<file path="src/hdl/evpi_pkg.sv">
package evpi_pkg;

   // Fixed table geometry
   localparam int RATE_POINTS  = 4;
   localparam int TEMP_POINTS  = 5;
   localparam int GRID_ENTRIES = 20;
   localparam int GRID_AW      = 5;

   // Datapath widths
   localparam int MA_W   = 32;            // multiplier operand A (signed)
   localparam int MB_W   = 18;            // multiplier operand B (signed)
   localparam int PROD_W = MA_W + MB_W;
   localparam int NUM_W  = 42;            // divider numerator / quotient (signed)
   localparam int DEN_W  = 21;            // divider denominator (signed)
   localparam int WIDE_W = 43;            // accumulation width before saturation

   // Request kinds (tuser)
   localparam logic REQ_COMPUTE = 1'b0;
   localparam logic REQ_TABLE   = 1'b1;

   // Table selects
   localparam logic [2:0] TBL_RATE    = 3'd0;
   localparam logic [2:0] TBL_TEMP    = 3'd1;
   localparam logic [2:0] TBL_GRID    = 3'd2;
   localparam logic [2:0] TBL_AGE_CYC = 3'd3;
   localparam logic [2:0] TBL_AGE_RES = 3'd4;

   // Register indexes
   localparam int CSR_AW = 2;
   localparam logic [CSR_AW-1:0] CSR_CAPACITY = 2'd0;
   localparam logic [CSR_AW-1:0] CSR_FLOOR    = 2'd1;
   localparam logic [CSR_AW-1:0] CSR_COEF     = 2'd2;

   // Register reset values
   localparam logic [15:0] CAPACITY_RST = 16'd2000;
   localparam logic [15:0] FLOOR_RST    = 16'd3000;
   localparam logic [7:0]  COEF_RST     = 8'd10;
   localparam logic [6:0]  HEALTH_RST   = 7'd100;

   // Arithmetic constants
   localparam logic [15:0] CRATE_SCALE  = 16'd100;
   localparam logic [17:0] COMP_UNITY   = 18'd1000;
   localparam logic [16:0] FLOOR_MARGIN = 17'd30;
   localparam logic [13:0] HEALTH_FULL  = 14'd10000;
   localparam logic [15:0] OFF_LIMIT    = 16'd255;
   localparam logic [6:0]  HEALTH_MAX   = 7'd100;
   localparam logic [15:0] CYCLE_MIN    = 16'd10;
   localparam logic [DEN_W-1:0] DEN_MILLI   = 21'd1000;
   localparam logic [DEN_W-1:0] DEN_COMP    = 21'd20000;
   localparam logic [DEN_W-1:0] DEN_PERCENT = 21'd100;

   // Controller states, also the step code handed to the datapath
   typedef enum logic [5:0] {
      S_IDLE, S_MUL_C, S_DIV_C, S_RATE_C, S_SEL, S_AGE_SCAN, S_AGE_MUL, S_AGE_DIV,
      S_AGE_R, S_IR_MUL, S_IR_DIV, S_IR, S_G0, S_G1, S_G2, S_P_MUL1, S_P_MUL2,
      S_P_DIV, S_P_X, S_T_MUL, S_T_DIV, S_T_V, S_T_FL, S_C_MUL1, S_C_DIV1,
      S_C_MUL2, S_C_DIV2, S_C_V, S_H_MUL, S_H_DIV1, S_H_ADD, S_H_DIV2, S_H_SET,
      S_OUT
   } state_type;

   typedef struct packed {
      state_type step;
      logic      accept;
      logic      div_start;
      logic      out_load;
   } cmd_type;

   typedef struct packed {
      logic scan_done;
      logic pt_last;
      logic div_busy;
      logic div_done;
   } sts_type;

   function automatic logic [15:0] sat16(input logic signed [WIDE_W-1:0] v);
      logic [15:0] r;
      if (v < 0) r = 16'd0;
      else if (v > 43'sd65535) r = 16'hFFFF;
      else r = v[15:0];
      return r;
   endfunction

endpackage

</file>
<file path="src/hdl/evpi_ram.sv">
module evpi_ram #(
   parameter int WIDTH = 16,
   parameter int DEPTH = 20
) (
   input  logic                     clock,
   input  logic                     we,
   input  logic [$clog2(DEPTH)-1:0] waddr,
   input  logic [WIDTH-1:0]         wdata,
   input  logic [$clog2(DEPTH)-1:0] raddr,
   output logic [WIDTH-1:0]         rdata
);

   logic [WIDTH-1:0] mem_ff [DEPTH];
   logic [WIDTH-1:0] rdata_ff;

   always_ff @(posedge clock) begin
      if (we) begin
         mem_ff[waddr] <= wdata;
      end
      rdata_ff <= mem_ff[raddr];
   end

   assign rdata = rdata_ff;

endmodule

</file>
<file path="src/hdl/evpi_div.sv">
module evpi_div (
   input  logic                                clock,
   input  logic                                reset,
   input  logic                                start,
   input  logic signed [evpi_pkg::NUM_W-1:0]   num,
   input  logic signed [evpi_pkg::DEN_W-1:0]   den,
   output logic                                busy,
   output logic                                done,
   output logic signed [evpi_pkg::NUM_W-1:0]   quot
);

   import evpi_pkg::*;

   localparam int CW = $clog2(NUM_W + 1);

   logic              busy_ff, busy_in;
   logic              done_ff, done_in;
   logic [CW-1:0]     cnt_ff, cnt_in;
   logic [DEN_W-1:0]  rem_ff, rem_in;
   logic [NUM_W-1:0]  quo_ff, quo_in;
   logic [DEN_W-1:0]  dmag_ff, dmag_in;
   logic              neg_ff, neg_in;
   logic [DEN_W:0]    trial;

   // One quotient bit per cycle, restoring, on magnitudes
   always_comb begin
      busy_in = busy_ff;
      done_in = 1'b0;
      cnt_in  = cnt_ff;
      rem_in  = rem_ff;
      quo_in  = quo_ff;
      dmag_in = dmag_ff;
      neg_in  = neg_ff;
      trial   = {rem_ff, quo_ff[NUM_W-1]};
      if (start) begin
         busy_in = 1'b1;
         cnt_in  = '0;
         rem_in  = '0;
         quo_in  = num[NUM_W-1] ? NUM_W'(-num) : NUM_W'(num);
         dmag_in = den[DEN_W-1] ? DEN_W'(-den) : DEN_W'(den);
         neg_in  = num[NUM_W-1] ^ den[DEN_W-1];
      end else if (busy_ff) begin
         if (trial >= {1'b0, dmag_ff}) begin
            rem_in = DEN_W'(trial - {1'b0, dmag_ff});
            quo_in = {quo_ff[NUM_W-2:0], 1'b1};
         end else begin
            rem_in = trial[DEN_W-1:0];
            quo_in = {quo_ff[NUM_W-2:0], 1'b0};
         end
         cnt_in = CW'(cnt_ff + 1'b1);
         if (cnt_ff == CW'(NUM_W - 1)) begin
            busy_in = 1'b0;
            done_in = 1'b1;
         end
      end
   end

   always_ff @(posedge clock) begin
      if (reset) begin
         busy_ff <= 1'b0;
         done_ff <= 1'b0;
      end else begin
         busy_ff <= busy_in;
         done_ff <= done_in;
      end
      cnt_ff  <= cnt_in;
      rem_ff  <= rem_in;
      quo_ff  <= quo_in;
      dmag_ff <= dmag_in;
      neg_ff  <= neg_in;
   end

   assign busy = busy_ff;
   assign done = done_ff;
   assign quot = neg_ff ? -$signed(quo_ff) : $signed(quo_ff);

endmodule

</file>
<file path="src/hdl/evpi_datapath.sv">
module evpi_datapath #(
   parameter int AGING_POINTS = 6
) (
   input  logic                   clock,
   input  logic                   reset,
   input  evpi_pkg::cmd_type      cmd,
   output evpi_pkg::sts_type      sts,
   input  logic                   req_type,
   input  logic [14:0]            current_abs_ma,
   input  logic [7:0]             max_temperature,
   input  logic [15:0]            cycle_count,
   input  logic [15:0]            resistance_factor,
   input  logic [15:0]            cedv_average,
   input  logic [2:0]             table_select,
   input  logic [4:0]             table_index,
   input  logic [15:0]            table_value,
   input  logic                   csr_we,
   input  logic [evpi_pkg::CSR_AW-1:0] csr_addr,
   input  logic [15:0]            csr_wdata,
   output logic [15:0]            end_voltage_mv,
   output logic [15:0]            ir_drop_mv,
   output logic [6:0]             state_of_health
);

   import evpi_pkg::*;

   localparam int JW = $clog2(AGING_POINTS);
   localparam logic [JW-1:0] AGE_LAST = JW'(AGING_POINTS - 1);
   localparam logic [5:0]    AGE_CNT  = 6'(AGING_POINTS);

   // Configuration
   logic [15:0] cap_ff, cap_in, floor_ff, floor_in;
   logic [7:0]  coef_ff, coef_in;

   // Tables
   logic [15:0] rate_brk_ff [RATE_POINTS];
   logic [7:0]  temp_brk_ff [TEMP_POINTS];
   logic [15:0] age_cyc_ff  [AGING_POINTS];
   logic [7:0]  age_res_ff  [AGING_POINTS];

   // Working registers
   logic [14:0] cur_ff, cur_in;
   logic [7:0]  temp_ff, temp_in;
   logic [15:0] cyc_ff, cyc_in, res_ff, res_in, cedv_ff, cedv_in;
   logic signed [PROD_W-1:0] prod_ff, prod_in;
   logic [15:0] c_ff, c_in, off_ff, off_in, span_ff, span_in;
   logic [1:0]  row;
   logic [2:0]  col;
   logic        extra_ff, extra_in;
   logic [7:0]  toff_ff, toff_in, tspan_ff, tspan_in;
   logic [GRID_AW-1:0] addr_ff, addr_in;
   logic [JW-1:0] j_ff, j_in;
   logic        scan_done_ff, scan_done_in;
   logic [15:0] prev_cyc_ff, prev_cyc_in, stop_cyc_ff, stop_cyc_in;
   logic [7:0]  prev_res_ff, prev_res_in, stop_res_ff, stop_res_in;
   logic [23:0] r_ff, r_in;
   logic [15:0] ir_ff, ir_in;
   logic        pt_ff, pt_in;
   logic [15:0] lo_ff, lo_in, hi_ff, hi_in;
   logic signed [31:0] x1_ff, x1_in, x2_ff, x2_in;
   logic signed [WIDE_W-1:0] vsum_ff, vsum_in;
   logic [15:0] v_ff, v_in;
   logic [22:0] hnum_ff, hnum_in;
   logic [6:0]  soh_ff, soh_in;
   logic [15:0] out_v_ff, out_v_in, out_ir_ff, out_ir_in;
   logic [6:0]  out_soh_ff, out_soh_in;

   // Shared units
   logic signed [MA_W-1:0]   mul_a;
   logic signed [MB_W-1:0]   mul_b;
   logic signed [PROD_W-1:0] mul_p;
   logic signed [NUM_W-1:0]  div_num, quot;
   logic signed [DEN_W-1:0]  div_den, age_span;
   logic                     div_busy, div_done;
   logic [GRID_AW-1:0]       raddr;
   logic [15:0]              rdata;
   logic                     tbl_we;
   logic [15:0]              point_base;
   logic [13:0]              health_d;
   logic [16:0]              floor_pt;
   logic [15:0]              floor_sat, v_sat;
   logic signed [WIDE_W-1:0] rsum, csum;

   assign tbl_we = cmd.accept && (req_type == REQ_TABLE);

   evpi_ram #(.WIDTH(16), .DEPTH(GRID_ENTRIES)) u_grid (
      .clock (clock),
      .we    (tbl_we && (table_select == TBL_GRID) && (table_index < 5'(GRID_ENTRIES))),
      .waddr (table_index),
      .wdata (table_value),
      .raddr (raddr),
      .rdata (rdata)
   );

   evpi_div u_div (
      .clock (clock),
      .reset (reset),
      .start (cmd.div_start),
      .num   (div_num),
      .den   (div_den),
      .busy  (div_busy),
      .done  (div_done),
      .quot  (quot)
   );

   assign age_span = $signed({5'd0, stop_cyc_ff}) - $signed({5'd0, prev_cyc_ff});
   assign mul_p    = mul_a * mul_b;
   assign point_base = extra_ff ? hi_ff : lo_ff;
   assign health_d = (ir_ff > 16'(HEALTH_FULL)) ? 14'd0 : 14'(HEALTH_FULL - ir_ff);
   assign floor_pt = {1'b0, floor_ff} + FLOOR_MARGIN;
   assign floor_sat = floor_pt[16] ? 16'hFFFF : floor_pt[15:0];
   assign v_sat = sat16(vsum_ff);

   // Table writes
   always_ff @(posedge clock) begin
      if (tbl_we) begin
         if (table_select == TBL_RATE && table_index < 5'(RATE_POINTS)) begin
            rate_brk_ff[table_index[1:0]] <= table_value;
         end
         if (table_select == TBL_TEMP && table_index < 5'(TEMP_POINTS)) begin
            temp_brk_ff[table_index[2:0]] <= table_value[7:0];
         end
         if (table_select == TBL_AGE_CYC && {1'b0, table_index} < AGE_CNT) begin
            age_cyc_ff[table_index[JW-1:0]] <= table_value;
         end
         if (table_select == TBL_AGE_RES && {1'b0, table_index} < AGE_CNT) begin
            age_res_ff[table_index[JW-1:0]] <= table_value[7:0];
         end
      end
   end

   // Multiplier operand select
   always_comb begin
      mul_a = '0;
      mul_b = '0;
      case (cmd.step)
         S_MUL_C: begin
            mul_a = $signed({17'd0, cur_ff});
            mul_b = $signed({2'd0, CRATE_SCALE});
         end
         S_AGE_MUL: begin
            mul_a = $signed({24'd0, stop_res_ff}) - $signed({24'd0, prev_res_ff});
            mul_b = $signed({2'd0, cyc_ff}) - $signed({2'd0, prev_cyc_ff});
         end
         S_IR_MUL: begin
            mul_a = $signed({8'd0, r_ff});
            mul_b = $signed({3'd0, cur_ff});
         end
         S_P_MUL1: begin
            mul_a = $signed({16'd0, lo_ff}) - $signed({16'd0, hi_ff});
            mul_b = extra_ff ? ($signed({2'd0, off_ff}) - $signed({2'd0, span_ff}))
                             : $signed({2'd0, off_ff});
         end
         S_P_MUL2: begin
            mul_a = $signed(prod_ff[MA_W-1:0]);
            mul_b = $signed({10'd0, coef_ff});
         end
         S_T_MUL: begin
            mul_a = x2_ff - x1_ff;
            mul_b = $signed({10'd0, toff_ff});
         end
         S_C_MUL1: begin
            mul_a = $signed({16'd0, res_ff});
            mul_b = $signed({2'd0, cedv_ff}) - $signed(COMP_UNITY);
         end
         S_C_MUL2: begin
            mul_a = $signed(quot[MA_W-1:0]);
            mul_b = $signed({3'd0, cur_ff});
         end
         S_H_MUL: begin
            mul_a = $signed({16'd0, cap_ff});
            mul_b = $signed({4'd0, health_d});
         end
         default: begin
            mul_a = '0;
            mul_b = '0;
         end
      endcase
   end

   // Divider operand select
   always_comb begin
      div_num = $signed(prod_ff[NUM_W-1:0]);
      div_den = $signed(DEN_MILLI);
      case (cmd.step)
         S_DIV_C:   div_den = $signed({5'd0, cap_ff});
         S_AGE_DIV: div_den = age_span;
         S_P_DIV:   div_den = extra_ff ? $signed({1'b0, {1'b0, span_ff, 3'd0} + {3'd0, span_ff, 1'b0}})
                                       : $signed({5'd0, span_ff});
         S_T_DIV:   div_den = $signed({13'd0, tspan_ff});
         S_C_DIV2:  div_den = $signed(DEN_COMP);
         S_H_DIV1:  div_den = $signed(DEN_PERCENT);
         S_H_DIV2: begin
            div_num = $signed({19'd0, hnum_ff});
            div_den = $signed({5'd0, cap_ff});
         end
         default:   div_den = $signed(DEN_MILLI);
      endcase
   end

   // Grid read address: low row entry, then the row one C-rate up
   always_comb begin
      if (cmd.step == S_G1) raddr = addr_ff + GRID_AW'(pt_ff) + GRID_AW'(TEMP_POINTS);
      else                  raddr = addr_ff + GRID_AW'(pt_ff);
   end

   // Breakpoint search for C-rate row and temperature column
   always_comb begin
      if (c_ff <= rate_brk_ff[1]) begin
         row     = 2'd0;
         off_in  = (c_ff <= rate_brk_ff[0]) ? 16'd0 : 16'(c_ff - rate_brk_ff[0]);
         span_in = 16'(rate_brk_ff[1] - rate_brk_ff[0]);
      end else if (c_ff <= rate_brk_ff[2]) begin
         row     = 2'd1;
         off_in  = 16'(c_ff - rate_brk_ff[1]);
         span_in = 16'(rate_brk_ff[2] - rate_brk_ff[1]);
      end else begin
         row     = 2'd2;
         off_in  = (16'(c_ff - rate_brk_ff[2]) > OFF_LIMIT) ? OFF_LIMIT
                                                             : 16'(c_ff - rate_brk_ff[2]);
         span_in = 16'(rate_brk_ff[3] - rate_brk_ff[2]);
      end
      extra_in = (row == 2'd2) && (off_in > span_in);

      if (temp_ff >= temp_brk_ff[1]) begin
         if (temp_ff >= temp_brk_ff[2]) begin
            if (temp_ff >= temp_brk_ff[3]) begin
               col      = 3'd3;
               tspan_in = 8'(temp_brk_ff[4] - temp_brk_ff[3]);
               toff_in  = (temp_ff >= temp_brk_ff[4]) ? tspan_in : 8'(temp_ff - temp_brk_ff[3]);
            end else begin
               col      = 3'd2;
               tspan_in = 8'(temp_brk_ff[3] - temp_brk_ff[2]);
               toff_in  = 8'(temp_ff - temp_brk_ff[2]);
            end
         end else begin
            col      = 3'd1;
            tspan_in = 8'(temp_brk_ff[2] - temp_brk_ff[1]);
            toff_in  = 8'(temp_ff - temp_brk_ff[1]);
         end
      end else begin
         col      = 3'd0;
         tspan_in = 8'(temp_brk_ff[1] - temp_brk_ff[0]);
         toff_in  = (temp_ff <= temp_brk_ff[0]) ? 8'd0 : 8'(temp_ff - temp_brk_ff[0]);
      end
      addr_in = GRID_AW'(row) * GRID_AW'(TEMP_POINTS) + GRID_AW'(col);
   end

   assign rsum = WIDE_W'($signed({1'b0, prev_res_ff}))
               + ((age_span != 0) ? WIDE_W'(quot) : WIDE_W'(0));
   assign csum = WIDE_W'($signed({1'b0, v_ff})) - WIDE_W'(quot);

   // Step execution
   always_comb begin
      cap_in = cap_ff;   floor_in = floor_ff;   coef_in = coef_ff;
      cur_in = cur_ff;   temp_in = temp_ff;     cyc_in = cyc_ff;
      res_in = res_ff;   cedv_in = cedv_ff;     prod_in = prod_ff;
      c_in = c_ff;       j_in = j_ff;           scan_done_in = scan_done_ff;
      prev_cyc_in = prev_cyc_ff;  prev_res_in = prev_res_ff;
      stop_cyc_in = stop_cyc_ff;  stop_res_in = stop_res_ff;
      r_in = r_ff;       ir_in = ir_ff;         pt_in = pt_ff;
      lo_in = lo_ff;     hi_in = hi_ff;         x1_in = x1_ff;   x2_in = x2_ff;
      vsum_in = vsum_ff; v_in = v_ff;           hnum_in = hnum_ff;
      soh_in = soh_ff;
      out_v_in = out_v_ff;  out_ir_in = out_ir_ff;  out_soh_in = out_soh_ff;

      // configuration writes
      if (csr_we) begin
         if (csr_addr == CSR_CAPACITY) cap_in = csr_wdata;
         if (csr_addr == CSR_FLOOR)    floor_in = csr_wdata;
         if (csr_addr == CSR_COEF)     coef_in = csr_wdata[7:0];
      end

      if (cmd.accept) begin
         cur_in  = current_abs_ma;
         temp_in = max_temperature;
         cyc_in  = cycle_count;
         res_in  = resistance_factor;
         cedv_in = cedv_average;
      end

      case (cmd.step)
         S_MUL_C, S_AGE_MUL, S_IR_MUL, S_P_MUL1, S_T_MUL, S_C_MUL1, S_C_MUL2,
         S_H_MUL: prod_in = mul_p;
         S_P_MUL2: if (extra_ff) prod_in = mul_p;
         S_RATE_C: begin
            if (cap_ff == 16'd0 || quot > 42'sd65535) c_in = 16'hFFFF;
            else                                      c_in = quot[15:0];
         end
         S_SEL: begin
            j_in = '0;
            scan_done_in = 1'b0;
            prev_cyc_in = '0;
            prev_res_in = '0;
            pt_in = 1'b0;
         end
         S_AGE_SCAN: begin
            if (!scan_done_ff) begin
               if (j_ff == AGE_LAST || cyc_ff < age_cyc_ff[j_ff]) begin
                  stop_cyc_in  = age_cyc_ff[j_ff];
                  stop_res_in  = age_res_ff[j_ff];
                  scan_done_in = 1'b1;
               end else begin
                  prev_cyc_in = age_cyc_ff[j_ff];
                  prev_res_in = age_res_ff[j_ff];
                  j_in = JW'(j_ff + 1'b1);
               end
            end
         end
         S_AGE_R: r_in = (rsum < 0) ? 24'd0 : rsum[23:0];
         S_IR: ir_in = (quot > 42'sd65535) ? 16'hFFFF : quot[15:0];
         S_G1: lo_in = rdata;
         S_G2: hi_in = rdata;
         S_P_X: begin
            if (span_ff == 16'd0) begin
               if (pt_ff) x2_in = $signed({16'd0, point_base});
               else       x1_in = $signed({16'd0, point_base});
            end else begin
               if (pt_ff) x2_in = 32'($signed({1'b0, point_base}) - quot);
               else       x1_in = 32'($signed({1'b0, point_base}) - quot);
            end
            pt_in = 1'b1;
         end
         S_T_V: begin
            vsum_in = WIDE_W'(x1_ff)
                    + ((tspan_ff != 8'd0) ? WIDE_W'(quot) : WIDE_W'(0))
                    - WIDE_W'($signed({1'b0, ir_ff}));
         end
         S_T_FL: v_in = (v_sat <= floor_sat) ? floor_sat : v_sat;
         S_C_V: v_in = sat16(csum);
         S_H_ADD: hnum_in = quot[22:0] + {8'd0, cap_ff[15:1]};
         S_H_SET: begin
            if (cyc_ff > CYCLE_MIN && cap_ff != 16'd0) begin
               soh_in = (quot >= 42'sd100) ? HEALTH_MAX : quot[6:0];
            end
         end
         default: ;
      endcase

      if (cmd.out_load) begin
         out_v_in   = v_ff;
         out_ir_in  = ir_ff;
         out_soh_in = soh_ff;
      end
   end

   always_ff @(posedge clock) begin
      if (reset) begin
         cap_ff   <= CAPACITY_RST;
         floor_ff <= FLOOR_RST;
         coef_ff  <= COEF_RST;
         soh_ff   <= HEALTH_RST;
         scan_done_ff <= 1'b0;
         pt_ff    <= 1'b0;
      end else begin
         cap_ff   <= cap_in;
         floor_ff <= floor_in;
         coef_ff  <= coef_in;
         soh_ff   <= soh_in;
         scan_done_ff <= scan_done_in;
         pt_ff    <= pt_in;
      end
      cur_ff <= cur_in;   temp_ff <= temp_in;   cyc_ff <= cyc_in;
      res_ff <= res_in;   cedv_ff <= cedv_in;   prod_ff <= prod_in;
      c_ff <= c_in;
      if (cmd.step == S_SEL) begin
         off_ff   <= off_in;
         span_ff  <= span_in;
         extra_ff <= extra_in;
         toff_ff  <= toff_in;
         tspan_ff <= tspan_in;
         addr_ff  <= addr_in;
      end
      j_ff <= j_in;
      prev_cyc_ff <= prev_cyc_in;  prev_res_ff <= prev_res_in;
      stop_cyc_ff <= stop_cyc_in;  stop_res_ff <= stop_res_in;
      r_ff <= r_in;   ir_ff <= ir_in;
      lo_ff <= lo_in; hi_ff <= hi_in; x1_ff <= x1_in; x2_ff <= x2_in;
      vsum_ff <= vsum_in;  v_ff <= v_in;  hnum_ff <= hnum_in;
      out_v_ff <= out_v_in;  out_ir_ff <= out_ir_in;  out_soh_ff <= out_soh_in;
   end

   assign sts.scan_done = scan_done_ff;
   assign sts.pt_last   = pt_ff;
   assign sts.div_busy  = div_busy;
   assign sts.div_done  = div_done;

   assign end_voltage_mv  = out_v_ff;
   assign ir_drop_mv      = out_ir_ff;
   assign state_of_health = out_soh_ff;

endmodule

</file>
<file path="src/hdl/evpi_ctrl.sv">
module evpi_ctrl (
   input  logic              clock,
   input  logic              reset,
   input  logic              req_tvalid,
   input  logic              req_type,
   output logic              req_tready,
   output logic              rsp_tvalid,
   input  logic              rsp_tready,
   input  evpi_pkg::sts_type sts,
   output evpi_pkg::cmd_type cmd
);

   import evpi_pkg::*;

   state_type state_ff, state_in;
   logic      rsp_valid_ff, rsp_valid_in;
   logic      div_run_ff, div_run_in;
   logic      is_div;

   assign is_div = (state_ff == S_DIV_C) || (state_ff == S_AGE_DIV) || (state_ff == S_IR_DIV)
                || (state_ff == S_P_DIV) || (state_ff == S_T_DIV) || (state_ff == S_C_DIV1)
                || (state_ff == S_C_DIV2) || (state_ff == S_H_DIV1) || (state_ff == S_H_DIV2);

   // Next state and commands
   always_comb begin
      state_in      = state_ff;
      cmd.step      = state_ff;
      cmd.accept    = 1'b0;
      cmd.div_start = 1'b0;
      cmd.out_load  = 1'b0;
      req_tready    = 1'b0;
      div_run_in    = div_run_ff;
      rsp_valid_in  = rsp_valid_ff && !rsp_tready;

      // divide steps: kick the divider once, move on when it finishes
      if (is_div) begin
         cmd.div_start = !div_run_ff;
         if (!div_run_ff) div_run_in = 1'b1;
         if (sts.div_done) div_run_in = 1'b0;
      end

      case (state_ff)
         S_IDLE: begin
            req_tready = 1'b1;
            if (req_tvalid) begin
               cmd.accept = 1'b1;
               if (req_type == REQ_COMPUTE) state_in = S_MUL_C;
            end
         end
         S_MUL_C:    state_in = S_DIV_C;
         S_DIV_C:    if (sts.div_done) state_in = S_RATE_C;
         S_RATE_C:   state_in = S_SEL;
         S_SEL:      state_in = S_AGE_SCAN;
         S_AGE_SCAN: if (sts.scan_done) state_in = S_AGE_MUL;
         S_AGE_MUL:  state_in = S_AGE_DIV;
         S_AGE_DIV:  if (sts.div_done) state_in = S_AGE_R;
         S_AGE_R:    state_in = S_IR_MUL;
         S_IR_MUL:   state_in = S_IR_DIV;
         S_IR_DIV:   if (sts.div_done) state_in = S_IR;
         S_IR:       state_in = S_G0;
         S_G0:       state_in = S_G1;
         S_G1:       state_in = S_G2;
         S_G2:       state_in = S_P_MUL1;
         S_P_MUL1:   state_in = S_P_MUL2;
         S_P_MUL2:   state_in = S_P_DIV;
         S_P_DIV:    if (sts.div_done) state_in = S_P_X;
         S_P_X:      state_in = sts.pt_last ? S_T_MUL : S_G0;
         S_T_MUL:    state_in = S_T_DIV;
         S_T_DIV:    if (sts.div_done) state_in = S_T_V;
         S_T_V:      state_in = S_T_FL;
         S_T_FL:     state_in = S_C_MUL1;
         S_C_MUL1:   state_in = S_C_DIV1;
         S_C_DIV1:   if (sts.div_done) state_in = S_C_MUL2;
         S_C_MUL2:   state_in = S_C_DIV2;
         S_C_DIV2:   if (sts.div_done) state_in = S_C_V;
         S_C_V:      state_in = S_H_MUL;
         S_H_MUL:    state_in = S_H_DIV1;
         S_H_DIV1:   if (sts.div_done) state_in = S_H_ADD;
         S_H_ADD:    state_in = S_H_DIV2;
         S_H_DIV2:   if (sts.div_done) state_in = S_H_SET;
         S_H_SET:    state_in = S_OUT;
         S_OUT: begin
            // hand over once the output register is free
            if (!rsp_valid_ff || rsp_tready) begin
               cmd.out_load = 1'b1;
               rsp_valid_in = 1'b1;
               state_in     = S_IDLE;
            end
         end
         default:    state_in = S_IDLE;
      endcase
   end

   always_ff @(posedge clock) begin
      if (reset) begin
         state_ff     <= S_IDLE;
         rsp_valid_ff <= 1'b0;
         div_run_ff   <= 1'b0;
      end else begin
         state_ff     <= state_in;
         rsp_valid_ff <= rsp_valid_in;
         div_run_ff   <= div_run_in;
      end
   end

   assign rsp_tvalid = rsp_valid_ff;

   // Divider is only started when idle
   a_div_start_idle: assert property (@(posedge clock) disable iff (reset)
      cmd.div_start |-> !sts.div_busy)
      else $error("divider started while busy");

   // A quotient only arrives while a divide step waits for it
   a_div_done_state: assert property (@(posedge clock) disable iff (reset)
      sts.div_done |-> is_div)
      else $error("quotient outside a divide step");

   // A result is never overwritten before it is taken
   a_no_overwrite: assert property (@(posedge clock) disable iff (reset)
      cmd.out_load |-> (!rsp_valid_ff || rsp_tready))
      else $error("pending result overwritten");

   // A compute transfer closes the input until its result is queued
   a_compute_busy: assert property (@(posedge clock) disable iff (reset)
      (cmd.accept && req_type == REQ_COMPUTE) |=> !req_tready)
      else $error("input open during computation");

endmodule

</file>
<file path="src/hdl/end_voltage_point_interpolator.sv">
// Compensated end-of-discharge voltage point for a battery gauge. A request
// with tuser high writes one table entry (C-rate breakpoints, temperature
// breakpoints, the 4x5 voltage grid or the aging table) and returns nothing.
// A request with tuser low computes one result: C-rate, bilinear grid
// interpolation with extrapolation above the last C-rate, IR drop from the
// aging table, floor at voltage_floor + 30 mV, resistance compensation and
// the held state of health. A compute runs ten quotients one after another
// through one shared serial divider (start, 42 quotient bits, finish), plus
// the other steps and an aging table scan whose length is set by how far
// the cycle count reaches into the table. The input reopens the cycle after
// the result is queued. The next request is taken while a finished result
// still waits on the output; a second compute then stalls at the output
// until the first is taken. The user must write configuration through csr_*
// only while the block is idle; the block itself does not enforce this.
module end_voltage_point_interpolator #(
   parameter int AGING_POINTS = 6
) (
   input  logic        clock,
   input  logic        reset,
   // tdata: current_abs_ma[14:0], max_temperature[22:15], cycle_count[38:23],
   //        resistance_factor[54:39], cedv_average[70:55], table_select[73:71],
   //        table_index[78:74], table_value[94:79], zero [95]
   input  logic        req_tvalid,
   output logic        req_tready,
   input  logic [95:0] req_tdata,
   input  logic        req_tuser,      // req_type
   // tdata: end_voltage_mv[15:0], ir_drop_mv[31:16], state_of_health[38:32], zero [39]
   output logic        rsp_tvalid,
   input  logic        rsp_tready,
   output logic [39:0] rsp_tdata,
   input  logic        csr_we,
   input  logic [evpi_pkg::CSR_AW-1:0] csr_addr,
   input  logic [15:0] csr_wdata
);

   import evpi_pkg::*;

   cmd_type     cmd;
   sts_type     sts;
   logic [15:0] end_voltage_mv, ir_drop_mv;
   logic [6:0]  state_of_health;

   evpi_datapath #(.AGING_POINTS(AGING_POINTS)) u_dp (
      .clock             (clock),
      .reset             (reset),
      .cmd               (cmd),
      .sts               (sts),
      .req_type          (req_tuser),
      .current_abs_ma    (req_tdata[14:0]),
      .max_temperature   (req_tdata[22:15]),
      .cycle_count       (req_tdata[38:23]),
      .resistance_factor (req_tdata[54:39]),
      .cedv_average      (req_tdata[70:55]),
      .table_select      (req_tdata[73:71]),
      .table_index       (req_tdata[78:74]),
      .table_value       (req_tdata[94:79]),
      .csr_we            (csr_we),
      .csr_addr          (csr_addr),
      .csr_wdata         (csr_wdata),
      .end_voltage_mv    (end_voltage_mv),
      .ir_drop_mv        (ir_drop_mv),
      .state_of_health   (state_of_health)
   );

   evpi_ctrl u_ctrl (
      .clock      (clock),
      .reset      (reset),
      .req_tvalid (req_tvalid),
      .req_type   (req_tuser),
      .req_tready (req_tready),
      .rsp_tvalid (rsp_tvalid),
      .rsp_tready (rsp_tready),
      .sts        (sts),
      .cmd        (cmd)
   );

   assign rsp_tdata = {1'b0, state_of_health, ir_drop_mv, end_voltage_mv};

endmodule
</file>
<file path="config.mk">
export PLATFORM = sky130hd
export DESIGN_NAME = end_voltage_point_interpolator
export DESIGN_NICKNAME = d
export VERILOG_FILES = /design/src/hdl/evpi_pkg.sv /design/src/hdl/evpi_ram.sv /design/src/hdl/evpi_div.sv /design/src/hdl/evpi_datapath.sv /design/src/hdl/evpi_ctrl.sv /design/src/hdl/end_voltage_point_interpolator.sv
export SDC_FILE = /design/constraint.sdc
export NUM_CORES = 2
export LEC_CHECK = 0
export BUFFER_PORTS_ARGS = -buffer_cell sky130_fd_sc_hd__clkbuf_2
export CAP_MARGIN = 10
export CORE_UTILIZATION = 25
export DETAILED_ROUTE_END_ITERATION = 8
export HOLD_SLACK_MARGIN = 0.02
export PLACE_DENSITY = 0.38
export RECOVER_POWER = 100
export SETUP_SLACK_MARGIN = 0.05
export SYNTH_ARGS = -nofsm -noshare
export SYNTH_HDL_FRONTEND = slang
export SYNTH_SLANG_ARGS = --single-unit
</file>
<file path="constraint.sdc">
create_clock -name clock -period 9.25 [get_ports clock]
set_input_delay 0.4625 -clock clock [delete_from_list [all_inputs] [get_ports clock]]
set_output_delay 0.4625 -clock clock [all_outputs]
set_load 0.01 [all_outputs]
</file>
# Yosys cells after proc, flatten, opt, wreduce, memory -nomap -nowiden
# Memory sizes are Yosys's and may differ from the RTL's. A register that Yosys moved wholly into a read port is not among the register bits.
# Cells that the tools add are included.
# word_totals
ff_bits	641
latch_bits	0
ramBits	568
mem_bits_ro	0
input_bits	120
output_inout_bits	42
word_cells	342
mem_count	5
# mem_list
name	words	width	read_ports	rd_ports_with_merged_regs	write_ports	line_no	rtl
u_dp.u_grid.mem_ff	20	16	1	1	1	evpi_ram.sv:13	logic [WIDTH-1:0] mem_ff [DEPTH];
u_dp.age_cyc_ff	6	16	1	1	1	evpi_datapath.sv:38	logic [15:0] age_cyc_ff [AGING_POINTS];
u_dp.rate_brk_ff	4	16	4	0	1	evpi_datapath.sv:36	logic [15:0] rate_brk_ff [RATE_POINTS];
u_dp.age_res_ff	6	8	1	1	1	evpi_datapath.sv:39	logic [7:0] age_res_ff [AGING_POINTS];
u_dp.temp_brk_ff	5	8	5	0	1	evpi_datapath.sv:37	logic [7:0] temp_brk_ff [TEMP_POINTS];
# classes
addsub	39
multipliers	2
n_div	0
magnitude_cmp	26
n_eq_ne	58
n_shift	0
mux	110
n_bitwise	4
reduce_logical	51
# op_table
cell	count
case mux 32 bit (9 select lines)	1
2-to-1 mux 42 bit	6
2-to-1 mux 16 bit	15
case mux 6 bit (34 select lines)	1
2-to-1 mux 32 bit	6
case mux 18 bit (8 select lines)	1
< comparator 43 x 1 -> 1 bit, second input constant	3
case mux 21 bit (6 select lines)	1
equality test 6 x 5 -> 1 bit, second input constant	16
subtractor 16 bit	6
greater-than comparator 43 x 17 -> 1 bit, second input constant	2
2-to-1 mux 43 bit	2
negation 42 bit	2
case mux 42 bit (2 select lines)	1
2-to-1 mux 8 bit	10
2-to-1 mux 6 bit	13
subtractor 16 x 16 -> 17 bit	4
<= comparator 16 bit	4
case mux 16 bit (2 select lines)	2
subtractor 8 bit	8
equality test 6 x 4 -> 1 bit, second input constant	8
adder 32 x 43 -> 43 bit	1
adder 9 x 43 -> 43 bit	1
subtractor 17 x 42 -> 43 bit	1
other kinds (72)	175

# Logic depth before layout (Yosys ltp)
# depth
word_depth	11
mapped_depth	43
mapped_depth_nobuf	42

# By module
# Synthesis repeated with hierarchy kept, for this count alone.
# unflattened
hier_cells	8644
area_unflattened_um2	89482.1
# modules_own_cells
mod	instances	cells_per_inst	area_per_inst_um2	seq_area_each_um2
evpi_datapath	1	7132	69350.3	23232.3
evpi_ram	1	682	12781.0	9929.5
evpi_div	1	743	6665.1	2502.4
evpi_ctrl	1	85	674.4	160.2
end_voltage_point_interpolator	1	2	11.3	0.0

# Worst setup path after synthesis
# Ideal clock, no wire load.
# synth_path
path_kind	flip-flop to flip-flop
from	register u_dp.prev_cyc_ff[0]
to	register u_dp.prod_ff[41] (data pin)
setup_time_ps	268
arrival_time_ps	9308
t_required_ps	8982
path_slack_ps	-325
stages_incl_launch_ff	38
path_buffers	1
synth_period_minus_slack_ps	9575
cell_sequence	edfxtp_1 -> ha_1 -> fa_1 -> nor2b_1 -> o21ai_0 -> a21boi_1 -> nor4_1 -> o41ai_1 -> a31oi_1 -> nand2b_1 -> a21oi_1 -> nor4_1 -> nor4_1 -> clkbuf_1 -> nor2_1 -> fa_1 -> fa_1 -> fa_1 -> [2 not listed] -> inv_1 -> fa_1 -> inv_1 -> ha_1 -> a21oi_1 -> nand2b_1 -> nor2_1 -> nor3_1 -> o21ai_0 -> nand4b_1 -> a31oi_1 -> o21ai_0 -> a21oi_1 -> a21oi_1 -> a21o_1 -> a41oi_1 -> xnor2_1 -> xnor3_1
# synth_between
elab_chain_cells	5
# synth_rtl
element	line_no	rtl
start, declared	evpi_datapath.sv:54	logic [15:0] prev_cyc_ff, prev_cyc_in, stop_cyc_ff, stop_cyc_in;
start signal, assigned	evpi_datapath.sv:375	prev_cyc_ff <= prev_cyc_in; prev_res_ff <= prev_res_in;
subtractor 16 x 16 -> 17 bit (*)	evpi_datapath.sv:143	mul_b = $signed({2'd0, cyc_ff}) - $signed({2'd0, prev_cyc_ff});
case mux 18 bit (8 select lines) (*)	evpi_datapath.sv:136	case (cmd.step)
multiplier 32 x 18 -> 42 bit (*)	evpi_datapath.sv:107	assign mul_p = mul_a * mul_b;
via u_dp.mul_p[41]	evpi_datapath.sv:71	logic signed [PROD_W-1:0] mul_p;
2-to-1 mux 42 bit	evpi_datapath.sv:285	S_P_MUL2: if (extra_ff) prod_in = mul_p;
case mux 42 bit (2 select lines) (*)	evpi_datapath.sv:282	case (cmd.step)
end signal, assigned	evpi_datapath.sv:364	res_ff <= res_in; cedv_ff <= cedv_in; prod_ff <= prod_in;
end, declared	evpi_datapath.sv:45	logic signed [PROD_W-1:0] prod_ff, prod_in;
# Mark *: on every way through the listed nets, which the timed path passes. The rest lies on a longest branch. The select of a mux whose other input is x is not followed.
# A chain may end at the register's enable or synchronous reset.

# Worst setup path in the final report
# layout_path
from	register u_ctrl.state_ff[0]
to	register u_dp.prod_ff[38] (data pin)
# layout_between
elab_chain_cells	6
word_cells_on_any_way	16
cone_classes	1 x mul; 9 x eq/ne; 4 x mux; 2 x reduce/logical
# layout_rtl
element	line_no	rtl
start, declared	evpi_ctrl.sv:15	state_type state_ff, state_in;
start signal, assigned	evpi_ctrl.sv:100	state_ff <= state_in;
equality test 6 x 4 -> 1 bit / equality test 6 x 5 -> 1 bit (equally long branches)	evpi_datapath.sv:136	
OR reduction 2 bit (no line)	-	
case mux 18 bit (8 select lines)	evpi_datapath.sv:136	
multiplier 32 x 18 -> 42 bit (*)	evpi_datapath.sv:107	
via u_dp.mul_p[38]	evpi_datapath.sv:71	
2-to-1 mux 42 bit	evpi_datapath.sv:285	
case mux 42 bit (2 select lines) (*)	evpi_datapath.sv:282	
# Marked as above.

==> impl_metrics.tcl <==
set metrics [dict create \
    antenna_found_initial 48 \
    synth.area.top_cells "edfxtp_1, fa_1, ha_1" \
    yosys_warnings 0 \
    rr_endpoint "u_dp.prod_ff[38]$_DFFE_PP_" \
    fin_nets 10780 \
    path_depth 38 \
    drt-total-wl_um 349100 \
    finalSetupViolCount 4 \
    cp_slowest_cell "fa_1" \
    overflow 0 \
    fin_crit_sh 1.017 \
    cp_common_cell "fa_1" \
    async_reset_ff_frac 0 \
    drv_slew 1588 \
    hold_viol 0 \
    setup_slack_ns -0.1558 \
    synth_edf_count 1123 \
    arrival_ns 9.95 \
    status "finished with violations" \
    crit_fanout 9 \
    syn_area_mm2 0.08847 \
    final-seq-area_mm2 0.03583 \
    drtIter0Drc 4847 \
    skew_ns 0.08588 \
    yosysSeqAreaShare 0.4049 \
    clkLatencyLatePin_ns 0.88 \
    hold_path.class "in -> reg" \
    synth_top_cell_by_area "edfxtp_1" \
    cts-htree-levels 4 \
    drive_gt1_frac 0.1698 \
    io_buffers 159 \
    synth_cell_types 102 \
    place_area_mm2 0.1016 \
    via_count 67850 \
    cpLargestDelayFamily "adder cells" \
    syn2layout_area_growth_pct 22.82 \
    drc 0 \
    route.met2.wl_um 166700 \
    p_per_area_mw_per_mm2 258.3 \
    vias_per_cell 4.707 \
    clk_path_buf_depth 4 \
    tns_ns -0.4344 \
    gp_congestion 0.9236 \
    dpl.hpwl_um 281300 \
    firstDrtPassIters 8 \
    startpoint_type "flop" \
    pin_count 162 \
    cts_inserted_buffers 159 \
    grtUsageTotal 0.1922 \
    clkSinkCount 1228 \
    die_area_mm2 0.3563 \
    grt_pass1_wl_um 497500 \
    synthCells 8467 \
    slew_headroom -1.398 \
    avgSynthCellArea_um2 10.45 \
    grt_max_degree 81 \
    p_total_mw 28.07 \
    detail-route-antenna-nets 0 \
    r2r_setup_slack_ns -0.16 \
    wl_met1_um 156000 \
    clk_pin_slew_ns 0.06 \
    rows 218 \
    endpoint_kind "flop" \
    cp-endpoint "u_dp.prod_ff[38]$_DFFE_PP_" \
    dominantRegCellSynth "edfxtp_1" \
    cpPeakStageDelay_ns 0.57 \
    synth_top_area_share 0.3812 \
    worstMarginPinSlew_ns 3.596 \
    cp_num_buf_inv 12 \
    design_area_mm2 0.1087 \
    ctsRootBufferMaster "clkbuf_16" \
    dieWidth_um 596.9 \
    rsz0062_at_grt "yes" \
    wl_met3_um 14700 \
    r2r_cells 38 \
    min_period_ns 9.406 \
    top_layer_used "met5" \
    initial_utilization 0.2511 \
    die_h_um 596.9 \
    timing.rr.start "u_ctrl.state_ff[0]$_SDFFE_PP0P_" \
    maxCapViolCount 54 \
    fillers 36780 \
    worstSetupPathType "reg -> reg" \
    crit_path_start "u_ctrl.state_ff[0]$_SDFFE_PP0P_" \
    p_leak_nw 44.26 \
    multi_input_area_mm2 0.04881 \
    required_ns 9.79 \
    fmax_mhz 106.3 \
    grt_pass1_vias 69580 \
    cts_tree "done" \
    fp.coreArea_mm2 0.3524 \
    avgRoutedWirePerCell_um 24.22 \
    violations "capacitance limit, slew limit, setup timing" \
    vdd_ir_drop_max_mv 0.1588 \
    synth_seq_cells 1228 \
]
worst register-to-register path: cells and delay by family, from the launching register on:
family,cells,cell delay (ns)
buffers and inverters,12,1.74
DFF,1,0.41
adders and majority gates,7,3.12
and+or+nand+nor,8,1.92
xor gates and xnor gates,1,0.12
AOI/OAI and AO/OA,10,1.77
cells by family after synthesis:
logic type / share of synthesized area
other: 0.00004238
xor gates and xnor gates: 0.05238
and+or+nand+nor: 0.1214
adders and majority gates: 0.2026
muxes: 0.04316
AOI/OAI and AO/OA: 0.1159
buffers and inverters: 0.05961
DFF: 0.4049
state kept, by name (all words and copies together), names as in the netlist, 40 cells and up, named ones only:
signal and cells:
u_dp.u_grid.mem_ff 320, u_dp.age_cyc_ff 96, u_dp.age_res_ff 48, u_dp.vsum_ff 43
u_dp.rate_brk_ff 64, u_dp.prod_ff 42, u_dp.temp_brk_ff 40, u_dp.u_div.quo_ff 42
metrics by stage:
step	setup WS [ns]	util	hold WS (ns)	instances
CTS	-0.1903	0.3076	0.02590	14360
global placement	-0.9732	0.2884	0.4116	13970
detailed placement	-0.9927	0.2884	0.4146	13970
finish	-0.1558	0.3084	0.08915	14420
global route	-0.4780	0.3083	0.05022	14410
floorplan	0.09500	-	0.4037	8468
timing repair:
item                                    CTS  global route
hold endpoints to repair                 69             0
setup buffers                            44            27
hold buffers                             69             0
pin swaps                               140           134
resized for setup                       170           157
gates cloned                              0             1
endpoints found under the setup margin   19            16
metal layers:
metal  vias to the layer above  global-route usage
met5                         -                   0
met4                         2             0.05906
met3                       393             0.02015
met2                      1668              0.3259
met1                     34230              0.2567
li1                      31560                   -
layout make-up:
| cell class | count | share of cell area |
|---|---|---|
| multi-input combinational | 5841 | 0.4491 |
| sequential | 1228 | 0.3297 |
| timing repair buffer | 1184 | 0.08088 |
| tap | 4730 | 0.05446 |
| inverter | 1125 | 0.03891 |
| clock buffer | 185 | 0.03836 |
| clock inverter | 96 | 0.007979 |
| antenna | 26 | 0.0005987 |
cells in the mapped netlist (all sizes together), types with 28 or more instances:
cell type,number
edfxtp,1123
mux2,36
mux4,104
or2,39
fa,521
o31ai,54
o211ai,48
nand2b,92
or3,43
nor4,51
and2,36
xnor2,325
nor2b,135
o21a,66
dfxtp,105
a21oi,431
nand2,856
mux2i,107
nor2,723
a22oi,39
ha,599
nor3,118
a211oi,34
a21boi,32
o21ai,397
a21o,166
o21bai,54
inv,1122
nand3,82
xor2,199
buf,28
a31oi,60
clkbuf,246
nand4,61
power breakdown:
part	switching, mW	internal, mW
combinational	8.57	5.32
sequential	0.767	7.28
clock	2.57	3.57
total	11.9	16.2
how the worst min path moves through the flow:
stage / startpoint / end / slack (ns) / cells after the start
floorplan: u_dp.u_grid.rdata[0]$_DFF_P_ / u_dp.hi_ff[0]$_DFFE_PP_ / 0.40 / 0
global placement: u_dp.u_grid.rdata[8]$_DFF_P_ / u_dp.hi_ff[8]$_DFFE_PP_ / 0.41 / 0
detailed placement: u_dp.u_grid.rdata[10]$_DFF_P_ / u_dp.hi_ff[10]$_DFFE_PP_ / 0.41 / 0
CTS: csr_wdata[13] / u_dp.cap_ff[13]$_SDFFE_PP0P_ / 0.03 / 3
global route: csr_wdata[13] / u_dp.cap_ff[13]$_SDFFE_PP0P_ / 0.05 / 3
finish: csr_wdata[13] / u_dp.cap_ff[13]$_SDFFE_PP0P_ / 0.09 / 3
cells in the final DEF, fill, tap and decap left out, types with 318 or more instances in the layout:
cell and count:
edfxtp_1 1123, inv_1 1095, nand2_1 839, buf_4 796, nor2_1 694, ha_1 577, fa_1 491, a21oi_1 405
o21ai_0 366, xnor2_1 318
No activity file was read; power rests on OpenSTA's default activity.
